## src/gsad_pkg.sv

```systemverilog
package gsad_pkg;

    // Widths of the fixed-point datapath: unsigned, 12 integer and 28 fraction bits.
    // The tail scan can push the base value past 6, so 12 integer bits are kept.
    localparam int WORD_W   = 32;
    localparam int FRAC_W   = 28;
    localparam int IW       = 40;
    localparam int SEG_W    = 5;
    localparam int SCAN_W   = WORD_W - 6;
    localparam int DIGIT_W  = 8;
    localparam int DIGITS   = IW / DIGIT_W;
    localparam int CNT_W    = $clog2(DIGITS);
    localparam int CFG_IDX_W = 1;

    localparam logic [63:0] DEC_SCALE = 64'd10000000000;

    localparam logic [CFG_IDX_W-1:0] CFG_MEAN = 1'b0;
    localparam logic [CFG_IDX_W-1:0] CFG_STD  = 1'b1;

    localparam logic [31:0] STD_RESET = 32'd65536;

    typedef logic [63:0]   t_dec_tab [32];
    typedef logic [IW-1:0] t_fx_tab  [32];

    // Decimal constant (value times 1e10) to internal fixed point, rounded to nearest.
    function automatic logic [IW-1:0] fx(input logic [63:0] dec);
        logic [63:0] q;
        logic [63:0] r;
        q = (dec / DEC_SCALE) << FRAC_W;
        r = dec % DEC_SCALE;
        for (int b = FRAC_W - 1; b >= 0; b--) begin
            r = r * 2;
            if (r >= DEC_SCALE) begin
                r = r - DEC_SCALE;
                q = q | (64'd1 << b);
            end
        end
        if (r * 2 >= DEC_SCALE) begin
            q = q + 64'd1;
        end
        return q[IW-1:0];
    endfunction

    function automatic t_fx_tab fx_tab(input t_dec_tab d);
        t_fx_tab res;
        for (int i = 0; i < 32; i++) begin
            res[i] = fx(d[i]);
        end
        return res;
    endfunction

    localparam t_dec_tab TAB_A_DEC = '{
        64'd0, 64'd391760900, 64'd784124100, 64'd1177700000, 64'd1573107000,
        64'd1970991000, 64'd2372021000, 64'd2776904000, 64'd3186394000,
        64'd3601300000, 64'd4022501000, 64'd4450965000, 64'd4887764000,
        64'd5334097000, 64'd5791322000, 64'd6260990000, 64'd6744898000,
        64'd7245144000, 64'd7764218000, 64'd8305109000, 64'd8871466000,
        64'd9467818000, 64'd10099900000, 64'd10775160000, 64'd11503490000,
        64'd12298590000, 64'd13180110000, 64'd14177970000, 64'd15341210000,
        64'd16759400000, 64'd18627320000, 64'd21538750000};

    // Last entry is padding and never read.
    localparam t_dec_tab TAB_D_DEC = '{
        64'd0, 64'd0, 64'd0, 64'd0, 64'd0, 64'd2636843000, 64'd2425085000,
        64'd2255674000, 64'd2116342000, 64'd1999243000, 64'd1899108000,
        64'd1812252000, 64'd1736014000, 64'd1668419000, 64'd1607967000,
        64'd1553497000, 64'd1504094000, 64'd1459026000, 64'd1417700000,
        64'd1379632000, 64'd1344418000, 64'd1311722000, 64'd1281260000,
        64'd1252791000, 64'd1226109000, 64'd1201036000, 64'd1177417000,
        64'd1155119000, 64'd1134023000, 64'd1114027000, 64'd1095039000, 64'd0};

    localparam t_dec_tab TAB_T_DEC = '{
        64'd7673828, 64'd23068700, 64'd38606180, 64'd54384540, 64'd70507000,
        64'd87083960, 64'd104235700, 64'd122095300, 64'd140812500, 64'd160557900,
        64'd181529000, 64'd203957300, 64'd228117700, 64'd254340700, 64'd283029600,
        64'd314682200, 64'd349923300, 64'd389548300, 64'd434587800, 64'd486403500,
        64'd546833400, 64'd618422200, 64'd704798300, 64'd811319500, 64'd946244400,
        64'd1123001000, 64'd1364980000, 64'd1716886000, 64'd2276241000,
        64'd3304980000, 64'd5847031000, 64'd7673828};

    localparam t_dec_tab TAB_H_DEC = '{
        64'd392061700, 64'd393270500, 64'd395100000, 64'd397570300, 64'd400709300,
        64'd404553300, 64'd409148100, 64'd414550700, 64'd420831100, 64'd428074800,
        64'd436386300, 64'd445893200, 64'd456752300, 64'd469157100, 64'd483348700,
        64'd499629800, 64'd518385900, 64'd540113800, 64'd565465600, 64'd595313000,
        64'd630848900, 64'd673750300, 64'd726454400, 64'd792647100, 64'd878192200,
        64'd993039800, 64'd1155600000, 64'd1404344000, 64'd1836142000,
        64'd2790016000, 64'd7010474000, 64'd392061700};

    localparam t_fx_tab A_FX = fx_tab(TAB_A_DEC);
    localparam t_fx_tab D_FX = fx_tab(TAB_D_DEC);
    localparam t_fx_tab T_FX = fx_tab(TAB_T_DEC);
    localparam t_fx_tab H_FX = fx_tab(TAB_H_DEC);

    typedef enum logic [3:0] {
        OP_NONE, OP_LOAD, OP_START, OP_SCAN, OP_LD_U, OP_LD_US, OP_TT_U, OP_MUL, OP_OUT
    } t_op;

    typedef enum logic [2:0] {
        MS_CENTER_W, MS_CW, MS_TAIL_W, MS_BOUND, MS_EMIT
    } t_msel;

    typedef struct packed {
        t_op   op;
        t_msel msel;
    } t_cmd;

    typedef struct packed {
        logic seg_zero;
        logic scan_done;
        logic ustar_le_t;
        logic ustar_gt_tt;
        logic ustar_ge_u;
        logic mul_done;
        logic out_free;
    } t_status;

endpackage

```

## src/gsad_mul.sv

```systemverilog
module gsad_mul (
    input  logic                        i_clk,
    input  logic                        i_rst_n,
    input  logic                        i_start,
    input  logic [gsad_pkg::IW-1:0]     i_a,
    input  logic [gsad_pkg::IW-1:0]     i_b,
    output logic                        o_done,
    output logic [2*gsad_pkg::IW-1:0]   o_product
);

    localparam int IW = gsad_pkg::IW;
    localparam int DW = gsad_pkg::DIGIT_W;

    logic [IW-1:0]              r_a;
    logic [IW-1:0]              r_b;
    logic [IW-1:0]              r_hi;
    logic [IW-1:0]              r_lo;
    logic [gsad_pkg::CNT_W-1:0] r_cnt;
    logic                       r_busy;
    logic                       r_done;
    logic [IW+DW:0]             n_sum;

    // One 8-bit digit of b per cycle; low product bits shift into r_lo.
    assign n_sum = (IW+DW+1)'(r_hi) + (IW+DW+1)'(r_a * r_b[DW-1:0]);

    always_ff @(posedge i_clk) begin
        if (!i_rst_n) begin
            r_busy <= 1'b0;
            r_done <= 1'b0;
            r_cnt  <= '0;
        end else begin
            r_done <= 1'b0;
            if (i_start) begin
                r_busy <= 1'b1;
                r_cnt  <= '0;
            end else if (r_busy) begin
                r_cnt <= r_cnt + 1'b1;
                if (r_cnt == gsad_pkg::CNT_W'(gsad_pkg::DIGITS - 1)) begin
                    r_busy <= 1'b0;
                    r_done <= 1'b1;
                end
            end
        end
    end

    always_ff @(posedge i_clk) begin
        if (i_start) begin
            r_a  <= i_a;
            r_b  <= i_b;
            r_hi <= '0;
        end else if (r_busy) begin
            r_hi <= n_sum[IW+DW-1:DW];
            r_lo <= {n_sum[DW-1:0], r_lo[IW-1:DW]};
            r_b  <= r_b >> DW;
        end
    end

    assign o_done    = r_done;
    assign o_product = {r_hi, r_lo};

endmodule

```

## src/gsad_datapath.sv

```systemverilog
module gsad_datapath (
    input  logic                              i_clk,
    input  logic                              i_rst_n,
    input  gsad_pkg::t_cmd                    i_cmd,
    output gsad_pkg::t_status                 o_status,
    input  logic [gsad_pkg::WORD_W-1:0]       i_uniform_word,
    input  logic                              i_cfg_we,
    input  logic [gsad_pkg::CFG_IDX_W-1:0]    i_cfg_index,
    input  logic [31:0]                       i_cfg_data,
    input  logic                              i_out_stall,
    output logic                              o_out_valid,
    output logic signed [31:0]                o_sample
);

    localparam int IW   = gsad_pkg::IW;
    localparam int FW   = gsad_pkg::FRAC_W;
    localparam int SW   = gsad_pkg::SCAN_W;
    localparam int WW   = gsad_pkg::WORD_W;
    localparam logic [WW-1:0] HALF = WW'(1) << (WW - 1);
    localparam logic signed [41:0] SAT_MAX = 42'sd2147483647;
    localparam logic signed [41:0] SAT_MIN = -42'sd2147483648;

    logic [WW-1:0]            r_x;
    logic                     r_neg;
    logic [4:0]               r_seg;
    logic [SW-1:0]            r_frac;
    logic [IW-1:0]            r_aa;
    logic [IW-1:0]            r_ustar;
    logic [IW-1:0]            r_u;
    logic [IW-1:0]            r_tt;
    logic [IW-1:0]            r_w;
    logic [IW-1:0]            r_mag;
    gsad_pkg::t_msel          r_msel;
    logic signed [31:0]       r_mean;
    logic [31:0]              r_std;
    logic                     r_valid;
    logic signed [31:0]       r_sample;

    logic                     x_neg;
    logic [WW-1:0]            x_fold;
    logic [5:0]               x_seg;
    logic [4:0]               start_seg;
    logic [4:0]               seg_m1;
    logic [SW:0]              frac2;
    logic [IW-1:0]            q;
    logic [IW-1:0]            mul_a;
    logic [IW-1:0]            mul_b;
    logic                     mul_start;
    logic                     mul_done;
    logic [2*IW-1:0]          product;
    logic [IW-1:0]            prod_sh;
    logic signed [41:0]       s_mean;
    logic signed [41:0]       s_mag;
    logic signed [41:0]       s_sum;
    logic signed [31:0]       sat_val;

    assign x_neg     = r_x > HALF;
    assign x_fold    = x_neg ? r_x - HALF : r_x;
    assign x_seg     = x_fold[WW-1:SW];
    assign start_seg = x_seg[5] ? 5'd31 : x_seg[4:0];
    assign seg_m1    = r_seg - 5'd1;
    assign frac2     = {r_frac, 1'b0};
    assign q         = IW'(r_x[WW-1:WW-FW]);

    assign mul_start = (i_cmd.op == gsad_pkg::OP_MUL);

    always_comb begin
        case (i_cmd.msel)
            gsad_pkg::MS_CENTER_W: begin
                mul_a = r_ustar - gsad_pkg::T_FX[seg_m1];
                mul_b = gsad_pkg::H_FX[seg_m1];
            end
            gsad_pkg::MS_CW: begin
                mul_a = r_u;
                mul_b = gsad_pkg::A_FX[r_seg] - r_aa;
            end
            gsad_pkg::MS_TAIL_W: begin
                mul_a = r_u;
                mul_b = gsad_pkg::D_FX[seg_m1];
            end
            gsad_pkg::MS_BOUND: begin
                mul_a = r_w + {r_aa[IW-2:0], 1'b0};
                mul_b = r_w;
            end
            gsad_pkg::MS_EMIT: begin
                mul_a = IW'(r_std);
                mul_b = r_aa + r_w;
            end
            default: begin
                mul_a = '0;
                mul_b = '0;
            end
        endcase
    end

    gsad_mul u_mul (
        .i_clk     (i_clk),
        .i_rst_n   (i_rst_n),
        .i_start   (mul_start),
        .i_a       (mul_a),
        .i_b       (mul_b),
        .o_done    (mul_done),
        .o_product (product)
    );

    // The bound carries an extra halving.
    assign prod_sh = (r_msel == gsad_pkg::MS_BOUND) ? product[FW+IW:FW+1]
                                                    : product[FW+IW-1:FW];

    assign s_mean = 42'(r_mean);
    assign s_mag  = signed'({2'b00, r_mag});
    assign s_sum  = r_neg ? s_mean - s_mag : s_mean + s_mag;

    always_comb begin
        if (s_sum > SAT_MAX) begin
            sat_val = 32'sh7fff_ffff;
        end else if (s_sum < SAT_MIN) begin
            sat_val = 32'sh8000_0000;
        end else begin
            sat_val = s_sum[31:0];
        end
    end

    always_ff @(posedge i_clk) begin
        if (!i_rst_n) begin
            r_mean  <= '0;
            r_std   <= gsad_pkg::STD_RESET;
            r_valid <= 1'b0;
        end else begin
            if (i_cfg_we) begin
                if (i_cfg_index == gsad_pkg::CFG_MEAN) begin
                    r_mean <= i_cfg_data;
                end else if (i_cfg_index == gsad_pkg::CFG_STD) begin
                    r_std <= i_cfg_data;
                end
            end
            if (i_cmd.op == gsad_pkg::OP_OUT) begin
                r_valid <= 1'b1;
            end else if (!i_out_stall) begin
                r_valid <= 1'b0;
            end
        end
    end

    always_ff @(posedge i_clk) begin
        if (mul_done) begin
            case (r_msel)
                gsad_pkg::MS_BOUND: r_tt  <= prod_sh;
                gsad_pkg::MS_EMIT:  r_mag <= prod_sh;
                default:            r_w   <= prod_sh;
            endcase
        end
        case (i_cmd.op)
            gsad_pkg::OP_LOAD: r_x <= i_uniform_word;
            gsad_pkg::OP_START: begin
                r_neg  <= x_neg;
                r_frac <= x_fold[SW-1:0];
                if (x_seg != 6'd0) begin
                    r_seg   <= start_seg;
                    r_ustar <= x_seg[5] ? IW'(1) << FW : IW'({x_fold[SW-1:0], 2'b00});
                    r_aa    <= gsad_pkg::A_FX[start_seg - 5'd1];
                end else begin
                    r_seg <= 5'd6;
                    r_aa  <= gsad_pkg::A_FX[31];
                end
            end
            gsad_pkg::OP_SCAN: begin
                r_frac <= frac2[SW-1:0];
                if (frac2[SW] || r_seg == 5'd31) begin
                    r_u <= IW'({frac2[SW-1:0], 2'b00});
                end else begin
                    r_aa  <= r_aa + gsad_pkg::D_FX[seg_m1];
                    r_seg <= r_seg + 5'd1;
                end
            end
            gsad_pkg::OP_LD_U:  r_u     <= q;
            gsad_pkg::OP_LD_US: r_ustar <= q;
            gsad_pkg::OP_TT_U:  r_tt    <= r_u;
            gsad_pkg::OP_MUL:   r_msel  <= i_cmd.msel;
            gsad_pkg::OP_OUT:   r_sample <= sat_val;
            default: ;
        endcase
    end

    assign o_status.seg_zero    = (x_seg == 6'd0);
    assign o_status.scan_done   = frac2[SW] || (r_seg == 5'd31);
    assign o_status.ustar_le_t  = r_ustar <= gsad_pkg::T_FX[seg_m1];
    assign o_status.ustar_gt_tt = r_ustar > r_tt;
    assign o_status.ustar_ge_u  = r_ustar >= r_u;
    assign o_status.mul_done    = mul_done;
    assign o_status.out_free    = !r_valid || !i_out_stall;

    assign o_out_valid = r_valid;
    assign o_sample    = r_sample;

endmodule

```

## src/gsad_ctrl.sv

```systemverilog
module gsad_ctrl (
    input  logic              i_clk,
    input  logic              i_rst_n,
    input  logic              i_in_valid,
    output logic              o_in_stall,
    input  gsad_pkg::t_status i_status,
    output gsad_pkg::t_cmd    o_cmd
);

    typedef enum logic [7:0] {
        PH_START = 8'b0000_0001,
        PH_C_W   = 8'b0000_0010,
        PH_C_U   = 8'b0000_0100,
        PH_C_S80 = 8'b0000_1000,
        PH_C_S40 = 8'b0001_0000,
        PH_T_US  = 8'b0010_0000,
        PH_T_U   = 8'b0100_0000,
        PH_T_W   = 8'b1000_0000
    } t_phase;

    typedef enum logic [15:0] {
        S_WAIT    = 16'h0001,
        S_DISP    = 16'h0002,
        S_SCAN    = 16'h0004,
        S_CCHK    = 16'h0008,
        S_CU      = 16'h0010,
        S_CMPT    = 16'h0020,
        S_TAIL    = 16'h0040,
        S_CW      = 16'h0080,
        S_WMUL_E  = 16'h0100,
        S_WMUL_B  = 16'h0200,
        S_EMIT_GO = 16'h0400,
        S_BND_GO  = 16'h0800,
        S_BMUL    = 16'h1000,
        S_BCHK    = 16'h2000,
        S_EMUL    = 16'h4000,
        S_OUT     = 16'h8000
    } t_state;

    t_state r_state, n_state;
    t_phase r_phase, n_phase;

    always_ff @(posedge i_clk) begin
        if (!i_rst_n) begin
            r_state <= S_WAIT;
            r_phase <= PH_START;
        end else begin
            r_state <= n_state;
            r_phase <= n_phase;
        end
    end

    always_comb begin
        n_state    = r_state;
        n_phase    = r_phase;
        o_cmd.op   = gsad_pkg::OP_NONE;
        o_cmd.msel = gsad_pkg::MS_CENTER_W;
        case (r_state)
            S_WAIT: begin
                if (i_in_valid) begin
                    o_cmd.op = gsad_pkg::OP_LOAD;
                    n_state  = S_DISP;
                end
            end
            S_DISP: begin
                case (r_phase)
                    PH_START: begin
                        o_cmd.op = gsad_pkg::OP_START;
                        n_state  = i_status.seg_zero ? S_SCAN : S_CCHK;
                    end
                    PH_C_W: begin
                        o_cmd.op = gsad_pkg::OP_LD_U;
                        n_state  = S_CW;
                    end
                    PH_C_U, PH_T_U: begin
                        o_cmd.op = gsad_pkg::OP_LD_U;
                        n_state  = S_CU;
                    end
                    PH_C_S80, PH_T_US: begin
                        o_cmd.op = gsad_pkg::OP_LD_US;
                        n_state  = S_CMPT;
                    end
                    PH_C_S40: begin
                        o_cmd.op = gsad_pkg::OP_LD_US;
                        n_state  = S_CCHK;
                    end
                    default: begin
                        o_cmd.op = gsad_pkg::OP_LD_U;
                        n_state  = S_TAIL;
                    end
                endcase
            end
            S_SCAN: begin
                o_cmd.op = gsad_pkg::OP_SCAN;
                if (i_status.scan_done) begin
                    n_state = S_TAIL;
                end
            end
            S_CCHK: begin
                if (i_status.ustar_le_t) begin
                    n_phase = PH_C_W;
                    n_state = S_WAIT;
                end else begin
                    o_cmd.op   = gsad_pkg::OP_MUL;
                    o_cmd.msel = gsad_pkg::MS_CENTER_W;
                    n_state    = S_WMUL_E;
                end
            end
            S_CU: begin
                if (i_status.ustar_ge_u) begin
                    o_cmd.op = gsad_pkg::OP_TT_U;
                    n_phase  = (r_phase == PH_C_U) ? PH_C_S80 : PH_T_US;
                end else begin
                    n_phase  = (r_phase == PH_C_U) ? PH_C_S40 : PH_T_W;
                end
                n_state = S_WAIT;
            end
            S_CMPT: begin
                if (i_status.ustar_gt_tt) begin
                    n_state = S_EMIT_GO;
                end else begin
                    n_phase = (r_phase == PH_C_S80) ? PH_C_U : PH_T_U;
                    n_state = S_WAIT;
                end
            end
            S_TAIL: begin
                o_cmd.op   = gsad_pkg::OP_MUL;
                o_cmd.msel = gsad_pkg::MS_TAIL_W;
                n_state    = S_WMUL_B;
            end
            S_CW: begin
                o_cmd.op   = gsad_pkg::OP_MUL;
                o_cmd.msel = gsad_pkg::MS_CW;
                n_state    = S_WMUL_B;
            end
            S_WMUL_E: begin
                if (i_status.mul_done) begin
                    n_state = S_EMIT_GO;
                end
            end
            S_WMUL_B: begin
                if (i_status.mul_done) begin
                    n_state = S_BND_GO;
                end
            end
            S_EMIT_GO: begin
                o_cmd.op   = gsad_pkg::OP_MUL;
                o_cmd.msel = gsad_pkg::MS_EMIT;
                n_state    = S_EMUL;
            end
            S_BND_GO: begin
                o_cmd.op   = gsad_pkg::OP_MUL;
                o_cmd.msel = gsad_pkg::MS_BOUND;
                n_state    = S_BMUL;
            end
            S_BMUL: begin
                if (i_status.mul_done) begin
                    n_state = S_BCHK;
                end
            end
            S_BCHK: begin
                if (r_phase == PH_C_W) begin
                    if (i_status.ustar_gt_tt) begin
                        n_state = S_EMIT_GO;
                    end else begin
                        n_phase = PH_C_U;
                        n_state = S_WAIT;
                    end
                end else begin
                    n_phase = PH_T_US;
                    n_state = S_WAIT;
                end
            end
            S_EMUL: begin
                if (i_status.mul_done) begin
                    n_state = S_OUT;
                end
            end
            S_OUT: begin
                if (i_status.out_free) begin
                    o_cmd.op = gsad_pkg::OP_OUT;
                    n_phase  = PH_START;
                    n_state  = S_WAIT;
                end
            end
            default: begin
                n_state = S_WAIT;
                n_phase = PH_START;
            end
        endcase
    end

    assign o_in_stall = (r_state != S_WAIT);

endmodule

```

## src/gaussian_sampler_ahrens_dieter.sv

```systemverilog
// Normal sampler after the Ahrens-Dieter FL method with 32 segments, fed by
// uniform random words. Each input item on i_uniform_word (valid/stall) is one
// 32-bit word. The first word of a sample picks sign and segment; rejection
// steps take further words, so a sample consumes a varying number of items.
// Each accepted value y leaves as one item on o_sample: std_dev*y + mean_value
// in signed Q16.16, saturated. Internal arithmetic is unsigned Q12.28.
// Each product runs on the shared 40x8 digit multiplier: one step to start it,
// five digit steps and one to hand back the result. A tail first word runs 1 to
// 26 doubling steps of the scan. o_in_stall is low only while the controller
// waits for a word. The result sits in an output register: while the receiver
// stalls, the next word is still taken, and the block waits only when a second
// result is ready and the first is not gone. Configuration (index 0 mean,
// index 1 standard deviation) is written through i_cfg_we; the user must write
// it only while idle, which the block itself does not enforce. Synchronous
// reset restores mean 0, deviation 1.0 and the start of a fresh sample, and
// drops any result not yet taken.
module gaussian_sampler_ahrens_dieter (
    input  logic                           i_clk,
    input  logic                           i_rst_n,
    input  logic                           i_in_valid,
    output logic                           o_in_stall,
    input  logic [31:0]                    i_uniform_word,
    output logic                           o_out_valid,
    input  logic                           i_out_stall,
    output logic signed [31:0]             o_sample,
    input  logic                           i_cfg_we,
    input  logic [gsad_pkg::CFG_IDX_W-1:0] i_cfg_index,
    input  logic [31:0]                    i_cfg_data
);

    // Commands from the controller and flags back from the datapath.
    gsad_pkg::t_cmd    cmd;
    gsad_pkg::t_status status;

    gsad_ctrl u_ctrl (
        .i_clk      (i_clk),
        .i_rst_n    (i_rst_n),
        .i_in_valid (i_in_valid),
        .o_in_stall (o_in_stall),
        .i_status   (status),
        .o_cmd      (cmd)
    );

    // Datapath: sample state, constant tables, shared multiplier, output register.
    gsad_datapath u_datapath (
        .i_clk          (i_clk),
        .i_rst_n        (i_rst_n),
        .i_cmd          (cmd),
        .o_status       (status),
        .i_uniform_word (i_uniform_word),
        .i_cfg_we       (i_cfg_we),
        .i_cfg_index    (i_cfg_index),
        .i_cfg_data     (i_cfg_data),
        .i_out_stall    (i_out_stall),
        .o_out_valid    (o_out_valid),
        .o_sample       (o_sample)
    );

endmodule
```

## config.mk

```make
export PLATFORM = sky130hd
export DESIGN_NAME = gaussian_sampler_ahrens_dieter
export DESIGN_NICKNAME = d
export VERILOG_FILES = /design/src/gsad_pkg.sv /design/src/gsad_mul.sv /design/src/gsad_datapath.sv /design/src/gsad_ctrl.sv /design/src/gaussian_sampler_ahrens_dieter.sv
export SDC_FILE = /design/constraint.sdc
export NUM_CORES = 2
export LEC_CHECK = 0
export ABC_AREA = 1
export BUFFER_PORTS_ARGS = -buffer_cell sky130_fd_sc_hd__buf_2
export CAP_MARGIN = 20
export CELL_PAD_IN_SITES_DETAIL_PLACEMENT = 1
export CELL_PAD_IN_SITES_GLOBAL_PLACEMENT = 1
export CORE_MARGIN = 2
export CORE_UTILIZATION = 25
export DETAILED_ROUTE_END_ITERATION = 10
export GPL_ROUTABILITY_DRIVEN = 1
export PLACE_DENSITY = 0.58
export RECOVER_POWER = 50
export SLEW_MARGIN = 30
export SYNTH_ARGS = -nofsm -noshare
export SYNTH_HDL_FRONTEND = slang
export SYNTH_SLANG_ARGS = --single-unit
```

## constraint.sdc

```tcl
create_clock -name i_clk -period 17.95 [get_ports i_clk]
set_input_delay 1.795 -clock i_clk [delete_from_list [all_inputs] [get_ports i_clk]]
set_output_delay 1.795 -clock i_clk [all_outputs]
set_load 0.005 [all_outputs]
```

==> flow_metrics.py <==
metrics = {
    "cells_and_area": {
        "nets": 8706,
        "final_cells": 11000,
        "layout-drive-gt1-share_pct": 4.60,
        "area_growth_pct": 11.3,
    },
    "sta": {
        "fin_crit_sh_pct": 52.5,
        "fmax_ghz": 0.106,
        "slew_headroom_pct": -143,
        "setup_violations": 0,
        "fin_crit_ps": 9420,
        "fin_ws_ps": 8530,
        "rsz0062_at_grt": "false",
        "finalMaxSlewViolations": 660,
        "fin_setup_tns_ps": 0,
        "tightestPinTransition_ps": 3650,
        "hold_viol": 0,
        "fin_worst_skew_ps": 72.6,
    },
    "detailed_routing": {
        "routed_wirelength_um": 276000,
        "wl_per_cell_um": 25.1,
        "drt_iter0_drc": 4149,
        "via_per_inst": 5.01,
        "vias": 55100,
        "drc": 0,
        "antenna_left": 0,
        "dr.pass1.iters": 5,
    },
    "worst_setup_path": {
        "path_class": "reg2reg",
        "cp-end-kind": "flip-flop",
        "worstPathRequired_ps": 18310,
        "rr_worst_depth": 27,
        "startpoint_type": "flip-flop",
        "critPathArrivalTime_ps": 9780,
        "r2r_slack_ps": 8530,
        "rr_endpoint": "u_datapath.r_u[4]",
        "r2r_start": "u_datapath.r_seg[0]",
        "cp_max_fo": 53,
    },
    "synthesis": {
        "synth_top_area_share_pct": 22.1,
        "yosys-top-cells-area": "edfxtp_1 22%, nand2_1 14%, fa_1 10%, inv_1 8.9%, ha_1 8.5%",
        "synthCells": 7972,
        "ys_seq_area_share_pct": 27.0,
        "yosysUniqueCellTypes": 60,
        "synth_area_leader_cell": "edfxtp_1",
        "ys.flop_type": "edfxtp_1",
        "syn-num-nets": 8692,
        "yosys_warnings": 0,
        "syn_area_per_cell_um2": 6.94,
        "synth_edf_count": 408,
        "async_flop_share_pct": 0,
        "syn-cell-area_um2": 55400,
        "ys_seq_elements": 542,
    },
    "die": {
        "fp.dieH_um": 475,
        "die_width_um": 475,
        "die_area_um2": 225000,
        "start_util_pct": 25.2,
        "num_rows": 172,
        "design.core.area_um2": 220000,
        "ioPinCount": 104,
    },
    "placement": {
        "dp_cells": 10900,
        "place_ws_ps": 8730,
        "hpwl_um": 229000,
        "place_congestion": 0.957,
        "numPortBuffers": 103,
    },
    "clock_network": {
        "cts_buffers": 74,
        "h-tree-depth": 3,
        "post_cts_buffers": 0,
        "clk_latency_ps": 750,
        "cts_tree": "yes",
        "path_clk_slew_ps": 60,
        "clock_path_buffers": 3,
        "clock-sinks": 542,
        "cts-root-buf": "clkbuf_16",
        "cts_resized": 0,
        "postCtsHoldBufs": 0,
    },
    "pwr": {
        "leakagePower_nw": 28.9,
        "peakVddDrop_mv": 0.107,
        "power_density_nw_per_um2": 133,
    },
    "global_route": {
        "grt-ovfl-total": 0,
        "grt_pass1_vias": 57500,
        "grt_max_degree": 79,
        "grt_usage_pct": 24.2,
        "grt_antenna_before_repair": 14,
        "grt_pass1_wl_um": 400000,
    },
    "status": {
        "status": "finished with violations",
        "violations": "capacitance limit, slew limit",
    },
    "hold_path": {
        "hold_depth": 0,
        "hold_end": "u_datapath.u_mul.r_lo[31]",
        "hp-class": "reg2reg",
        "worstHoldStart": "u_datapath.u_mul.r_lo[39]",
    },
    "flow_run": {
        "max_cap_viol_count": 14,
    },
}
state kept, by name (all words and copies together) (netlist names), 40 cells and up:
register and count:
u_datapath.r_aa 40, u_datapath.r_mag 40, u_datapath.r_tt 40, u_datapath.r_w 40, u_datapath.u_mul.r_a 40, u_datapath.u_mul.r_b 40, u_datapath.u_mul.r_hi 40
Yosys cell counts, types with 23 or more instances:
master       n
a21oi_1    449
o21bai_1    38
o21ai_0    594
nand3_1    385
nor4_1      29
edfxtp_1   408
a31oi_1     56
clkbuf_2    40
or2_2       48
fa_1       276
nand4_1    101
ha_1       374
a22oi_1     23
o211ai_1    40
inv_1     1315
xor2_1     100
o22ai_1     53
nor2_1     785
o21a_1      26
nand2_1   2135
buf_2       39
clkbuf_1   153
nor3_1      87
dfxtp_1    134
xnor2_1     59
power by group:
| part | internal [mW] | leakage (nW) | switching (mW) | total (mW) |
|---|---|---|---|---|
| combinational | 1.50 | 23.0 | 3.48 | 4.98 |
| sequential | 1.54 | 4.75 | 0.147 | 1.69 |
| clock | 0.868 | 1.22 | 0.664 | 1.53 |
how the worst max path moves through the flow:
stage                     slack [ps]  cells past startpoint                 from                    to
after CTS                       8680                     32  u_datapath.r_seg[1]    u_datapath.r_u[23]
after detailed placement        8730                     27  u_datapath.r_seg[0]    u_datapath.r_u[23]
after global placement          8950                     34  u_datapath.r_seg[2]    u_datapath.r_u[25]
after global routing            7990                     34  u_datapath.r_seg[2]    u_datapath.r_u[25]
after floorplan                11050                     30  u_datapath.r_seg[1]  u_datapath.r_frac[0]
final                           8530                     27  u_datapath.r_seg[0]     u_datapath.r_u[4]
metal layers:
metal	global-route usage (%)	vias to the layer above	share of wire [%]	routed length [um]
li1	-	25800	-	-
met1	32.6	27700	46	127000
met2	39.7	1285	46	127000
met3	2.50	352	4.0	11100
met4	9.17	10	4.1	11400
met5	0	-	0.025	68
layout by cell type (no fill, tap or decap), types with 12 or more instances in the layout:
cell / synthesis / routed
a21boi_0: 15 / 15
a21o_1: 22 / 22
a21oi_1: 449 / 447
a22oi_1: 23 / 23
a31oi_1: 56 / 55
buf_2: 39 / 89
buf_4: 1 / 47
clkbuf_1: 153 / 63
clkbuf_16: 0 / 75
clkbuf_8: 0 / 14
clkinv_1: 7 / 16
dfxtp_1: 134 / 134
edfxtp_1: 408 / 408
fa_1: 276 / 276
ha_1: 374 / 373
inv_1: 1315 / 1315
inv_2: 15 / 14
nand2_1: 2135 / 2129
nand2_2: 8 / 14
nand3_1: 385 / 385
nand4_1: 101 / 101
nor2_1: 785 / 786
nor3_1: 87 / 89
nor4_1: 29 / 29
o211ai_1: 40 / 40
o21a_1: 26 / 26
o21ai_0: 594 / 590
o21bai_1: 38 / 38
o221ai_1: 14 / 13
o22ai_1: 53 / 52
o31ai_1: 13 / 12
or2_2: 48 / 48
xnor2_1: 59 / 59
xor2_1: 100 / 99
worst max-delay path: stages (launching register included):
cell      delay [ps]
edfxtp_1         850
inv_1            560
ha_1             500
inv_1            210
ha_2             320
buf_4            300
nor2_1           770
inv_1            140
a21oi_1          200
nor2_1            90
a31oi_1          410
ha_1             290
nand2_1           90
nor2_1           270
nand2_1           90
nand2_1          180
nand2_1           80
nand2_1          160
nand2_1           90
nand2_1          130
nand3_2          240
nand2_2          120
buf_4            660
inv_1            370
nand3_2          600
nand3_2          650
o21ai_2          200
buf_4            400
final cells by class:
type	instances	area [um^2]
multi-input cells	5839	34400
clock inverters	38	388
clock buffers	98	2100
inverters	1337	5020
diodes	8	20.0
well taps	2958	3700
fillers	27500	158000
repair buffers	192	1030
flip-flops and latches	542	14900
kinds of logic after synthesis:
group | Yosys count | share of synthesized area, %
buffers and inverters | 1591 | 11.0
DFF | 542 | 27.0
and+or+nand+nor | 3620 | 26.8
adders and majority gates | 650 | 18.4
xor gates and xnor gates | 159 | 2.52
muxes | 1 | 0.0203
AOI/OAI and AO/OA | 1409 | 14.2
stage by stage:
step / cell area [um^2] / power [mW] / utilization, % / hold WS, ps
after floorplan: 55400 / 4.76 / - / 428
after global placement: 59200 / 6.64 / 26.9 / 461
after detailed placement: 59300 / 6.65 / 27.0 / 469
after CTS: 61800 / 8.24 / 28.1 / 460
after global routing: 61600 / 8.80 / 28.0 / 490
final: 61600 / 8.21 / 28.0 / 469
(Power assumes the default switching activity.)
